[src/dmwbc_pkg.sv]
// Shared types and fixed constants of the direct-mapped write-back cache.
package dmwbc_pkg;

   localparam int AddrWidth   = 12;
   localparam int IoDataWidth = 32;

   typedef struct packed {
      logic                   cpu_read;
      logic                   cpu_write;
      logic [AddrWidth-1:0]   cpu_address;
      logic [IoDataWidth-1:0] cpu_write_data;
      logic                   flush_request;
      logic                   mem_ready;
      logic [IoDataWidth-1:0] mem_read_data;
   } request_type;

   typedef struct packed {
      logic                   cpu_ready;
      logic [IoDataWidth-1:0] cpu_read_data;
      logic                   mem_read;
      logic                   mem_write;
      logic [AddrWidth-1:0]   mem_address;
      logic [IoDataWidth-1:0] mem_write_data;
      logic                   save_all_pulse;
   } response_type;

   // One strobe per step of the per-tick sequence.
   typedef struct packed {
      logic capture;
      logic latch;
      logic divide;
      logic quotient;
      logic remainder;
      logic tag_read;
      logic word_read;
      logic execute;
   } cmd_type;

endpackage

[src/dmwbc_ctrl.sv]
// Sequencer that walks each transfer through the datapath steps and owns the handshakes.
module dmwbc_ctrl (
   input  logic              clock,
   input  logic              reset,
   input  logic              req_valid,
   output logic              req_stall,
   output logic              rsp_valid,
   input  logic              rsp_stall,
   output dmwbc_pkg::cmd_type cmd
);
   import dmwbc_pkg::*;

   localparam logic [2:0] PHASE_IDLE      = 3'd0;
   localparam logic [2:0] PHASE_LATCH     = 3'd1;
   localparam logic [2:0] PHASE_DIVIDE    = 3'd2;
   localparam logic [2:0] PHASE_QUOTIENT  = 3'd3;
   localparam logic [2:0] PHASE_REMAINDER = 3'd4;
   localparam logic [2:0] PHASE_TAG       = 3'd5;
   localparam logic [2:0] PHASE_WORD      = 3'd6;
   localparam logic [2:0] PHASE_EXEC      = 3'd7;

   logic [2:0] phase_ff, phase_in;
   logic       rsp_valid_ff, rsp_valid_in;

   always_comb begin
      cmd          = '0;
      phase_in     = phase_ff;
      // drop the result once it transfers
      rsp_valid_in = rsp_valid_ff & rsp_stall;
      case (phase_ff)
         PHASE_IDLE: begin
            if (req_valid) begin
               cmd.capture = 1'b1;
               phase_in    = PHASE_LATCH;
            end
         end
         PHASE_LATCH: begin
            cmd.latch = 1'b1;
            phase_in  = PHASE_DIVIDE;
         end
         PHASE_DIVIDE: begin
            cmd.divide = 1'b1;
            phase_in   = PHASE_QUOTIENT;
         end
         PHASE_QUOTIENT: begin
            cmd.quotient = 1'b1;
            phase_in     = PHASE_REMAINDER;
         end
         PHASE_REMAINDER: begin
            cmd.remainder = 1'b1;
            phase_in      = PHASE_TAG;
         end
         PHASE_TAG: begin
            cmd.tag_read = 1'b1;
            phase_in     = PHASE_WORD;
         end
         PHASE_WORD: begin
            cmd.word_read = 1'b1;
            phase_in      = PHASE_EXEC;
         end
         PHASE_EXEC: begin
            // commit only when the output register is free
            if (!rsp_valid_ff || !rsp_stall) begin
               cmd.execute  = 1'b1;
               rsp_valid_in = 1'b1;
               phase_in     = PHASE_IDLE;
            end
         end
         default: begin
            phase_in = PHASE_IDLE;
         end
      endcase
   end

   always_ff @(posedge clock) begin
      if (reset) begin
         phase_ff     <= PHASE_IDLE;
         rsp_valid_ff <= 1'b0;
      end else begin
         phase_ff     <= phase_in;
         rsp_valid_ff <= rsp_valid_in;
      end
   end

   assign req_stall = (phase_ff != PHASE_IDLE);
   assign rsp_valid = rsp_valid_ff;

endmodule

[config.mk]
export PLATFORM = sky130hd
export DESIGN_NAME = dmwbc_ctrl
export DESIGN_NICKNAME = d
export VERILOG_FILES = /design/src/dmwbc_pkg.sv /design/src/dmwbc_ctrl.sv
export SDC_FILE = /design/constraint.sdc
export NUM_CORES = 1
export LEC_CHECK = 0
export BUFFER_PORTS_ARGS = -buffer_cell sky130_fd_sc_hd__buf_2
export CAP_MARGIN = 20
export CORE_AREA = 3 3 40 42
export DETAILED_ROUTE_END_ITERATION = 10
export DIE_AREA = 0 0 43 45
export GPL_ROUTABILITY_DRIVEN = 0
export PLACE_DENSITY = 0.48
export RECOVER_POWER = 25
export SLEW_MARGIN = 40
export SYNTH_ARGS = -nofsm -noshare
export SYNTH_HDL_FRONTEND = slang
export SYNTH_SLANG_ARGS = --single-unit
export TNS_END_PERCENT = 1
[constraint.sdc]
create_clock -name clock -period 2.8 [get_ports clock]
set_clock_uncertainty 0.05 [all_clocks]
set_input_delay 0.56 -clock clock [delete_from_list [all_inputs] [get_ports clock]]
set_output_delay 0.56 -clock clock [all_outputs]
set_load 0.01 [all_outputs]
# Yosys cells after proc, flatten, opt, wreduce, memory -nomap -nowiden
# Index checks and enable logic that the tools add are counted.
[totals]
output_inout_bits = 10
word_cells = 33
ff_bits = 4
[classes]
n_eq_ne = 9
bitwise_logic = 1
reduce_logical = 6
mux = 15
[op_table]
columns = ["cell", "count"]
rows = [
  ["3-bit case mux with 8 select lines", 1],
  ["3-bit equality test (second input constant)", 4],
  ["1-bit two-way mux", 12],
  ["3-bit by 2-bit equality test with 1-bit output (second input constant)", 2],
  ["3-bit two-way mux", 2],
  ["2-bit != test (second input constant)", 2],
  ["3-bit by 1-bit equality test with 1-bit output (second input constant)", 1],
  ["3-bit logical NOT", 1],
  ["3-bit nonzero test", 1],
  ["1-bit logical NOT", 2],
  ["2-bit AND reduction", 1],
  ["1-bit AND", 1],
  ["1-bit logical OR", 1],
]

# Longest topological paths before layout
[depth]
ltp_word = 4
ltp_mapped = 3

# Worst setup path before layout
# No wires, ideal clock.
[synth_path]
kind = "flip-flop to output port"
startpoint = "reg phase_ff[2]"
endpoint = "out cmd[7] (netlist name)"
path_stages_with_launch = 4
n_path_buf = 1
path_slack_ps = 1263
t_arrival_ps = 927
path_cell_list = "dfxtp_1 > buf_6 > or3_4 > nor2_2"
[synth_lines]
columns = ["item", "line_no", "rtl"]
rows = [
  ["from (decl)", "dmwbc_ctrl.sv:22", "logic [2:0] phase_ff, phase_in;"],
  ["from (signal assigned)", "dmwbc_ctrl.sv:80", "phase_ff <= phase_in;"],
  ["to (decl)", "dmwbc_ctrl.sv:9", "output dmwbc_pkg::cmd_type cmd"],
]

==> impl_results.md <==
* Highest clock rate at ~530 MHz
* Period utilization at 67.6%
* Clock power frac at approximately two fifths
* Slew @ Worst Pin at 0.368 ns
* Crit path required time at ~2.2 ns
* Hold Crit Class: reg -> reg
* Nets at 49
* Crit path largest cell delay at 0.50 ns
* Max-slew violation count at 0
* Top cell type's share of synthesized area at between 30% and 40%
* Number of synthesized flops with an enable pin at 0
* Cells after Synth at 30
* Antenna diode count at 0
* Yosys cell types at 21
* Placed instance area at 323 um^2
* Post-route cell area at 345 um^2
* ANT nets after route at 0
* Net switching share of the total power at 27.9%
* CTS Hold Buffers Added at 0
* H-tree depth at 1
* Status: complete, no violations
* Synth area leader: dfxtp_1
* Critical path peak fanout at 12
* # DRC at 0
* Synth top area cells: dfxtp_1 30%, buf_6 8.5%, a21oi_1 5.6%
* Initial DRT Pass Iterations at 2
* Power Density at approximately 520 mW/mm^2
* Cell row count at 13
* Initial drt markers at 4
* Worst reg2reg setup slack at around 1.5 ns
* P_sw at between 50 and 60 uW
* Starting density of the core at 20.7%
* Clk Tree Root Cell: clkbuf_4
* Setup bufs post-CTS at 0
* Aggregate global-route resource usage at 6.83%
* Share of power burned in registers at 40.2%
* Pleak at 0.000174 uW
* Max Cap Viol at 0
* Skew-Pair Late Insertion Delay at 0.23 ns
* Synth Cell Area at 267 um^2
* Asr flop ratio synth at 0%
* CTS tree: done
* Max Root-Sink Buffers at 2
* Pwr Total at 181 uW
* Port-buffer cells at 13
* Min Tclk post-route at 1.89 ns
* Critical path class: reg -> out
* Setup TNS at 0 ns
* Seq cells post-synth at 4
* Top post-synthesis cells by count: 4 x dfxtp_1, 3 x a21oi_1
* Slew HR at 75.4%
* Final wirelength at roughly 560 um
* Syn Nets at 34
* Final setup fails at 0
* Critical Path Start Type: register
* Pin count of the biggest net entering global routing at 13
* Gate power share at 21.4%
* Unrepaired setup endpoints after global routing: no
* I/O Pins at 14
* Die Span Y at 45 um
* Antenna violations before repair at 0
* Worst EP arrival at about 1.3 ns
* Slowest-stage cell, CP: dfxtp_1
* # resized after CTS at 0
* Number of buffers created by CTS at 3
* Wire per inst at 9.62 um
* Die W at 43 um
* GRT Residual Overflow at 0
* First-pass GRT wire length at 890 um
* Layout cells sized above 1 at about half
* Hpwl dp at 406 um
* Post-synthesis area per instance at slightly below 9 um^2
* Sequential-to-total area share from yosys stat at a little under a third
* Count leader, synth: dfxtp_1
* Synth Flop Type: dfxtp_1
* Placed Instances at 55
* Hold Vio Cnt, Final at 0
* Total Die Area at slightly below 0.002 mm^2
* Area growth syn-to-layout at 29.6%
* Vias in the first global route at 196
* Pint at 130 uW
* Clk sinks at 4
* Core ar. at 0.00128 mm^2
* Clock-pin slew on the worst setup and hold paths at 0.04 ns
* Vias at 246
* Finished Layout Cells at 58
* Synth warn at 0
* Crit end category: output port
* Crit path cell chain: and2b_1, and2_1, buf_2
* Maximum VDD drop at ~0.00033 V
* Via/cell ratio at around 4.2
## critical path: cells and delay by family (launching register included)
kind,cells,cell delay [ns]
buffers and inverters,1,0.13
flip-flops,1,0.50
AND/OR/NAND/NOR,2,0.42
## final timing paths
kind | startpoint | to | cells after the start
max | phase_ff[1] | cmd[2] | 3
min | rsp_valid | phase_ff[2] | 2
max reg2reg | phase_ff[2] | phase_ff[0] | 2
min reg2reg | rsp_valid | phase_ff[2] | 2
## power by group through the flow
stage | clock (uW) | combinational, uW | sequential, uW
2_1_floorplan | 0 | 37.9 | 64.8
3_3_place_gp | 0 | 39.0 | 73.5
3_5_place_dp | 0 | 39.2 | 73.5
4_1_cts | 73.5 | 39.3 | 72.5
5_1_grt | 81.5 | 42.1 | 73.8
6_report | 69.5 | 38.6 | 72.5
## registers in the layout, summed over array words and instances, names as in the netlist
name and cells:
phase_ff 3, rsp_valid 1
## cells by family (layout without fill, tap and decap cells)
logic type      Yosys count  count (layout)  share of synthesized area (%)
compound gates            7               7                           21.1
simple gates             15              15                           37.1
flops                     4               4                           30.0
buf+inv                   4              17                           11.7
## metrics by stage
step | util (%) | setup WS (ns) | hold WS, ns
after floorplan | - | 1.26 | 0.476
after global placement | 25.1 | 1.16 | 0.489
after detailed placement | 25.1 | 1.15 | 0.483
after CTS | 26.9 | 0.897 | 0.489
after global routing | 26.9 | 0.832 | 0.479
final | 26.9 | 0.907 | 0.489
## routing by layer
layer	part of all wire (%)	routed length [um]	up-vias	global-route usage (%)
met3	15	82	0	7.97
met4	0	0	0	3.61
met5	0	0	-	0
li1	-	-	133	-
met2	38	211	14	7.19
met1	47	264	99	7.73
## layout make-up
cell class                      count  area [um^2]
Inverter                            1         3.75
Sequential cell                     4         80.1
Timing Repair Buffer               13         65.1
Tap cell                           15         18.8
Fill cell                         149          940
Clock buffer                        3         22.5
Multi-Input combinational cell     22          155
## placed cells by master, fill, tap and decap left out
master,Yosys,routed
buf_2,1,13
dfxtp_1,4,4
a21oi_1,3,3
clkbuf_4,0,3
nor3b_1,2,2
nand2_1,2,2
nand3_1,2,2
and2b_1,1,1
and2_1,1,1
and3b_1,1,1
nor2b_1,1,1
nor2_1,1,1
or3_4,1,1
inv_1,1,1
nor2_2,1,1
and3_1,1,1
a211oi_2,1,1
nor3_2,1,1
a2111oi_2,1,1
o21bai_1,1,1
a31oi_1,1,1
Power figures use the tool's default switching activity.
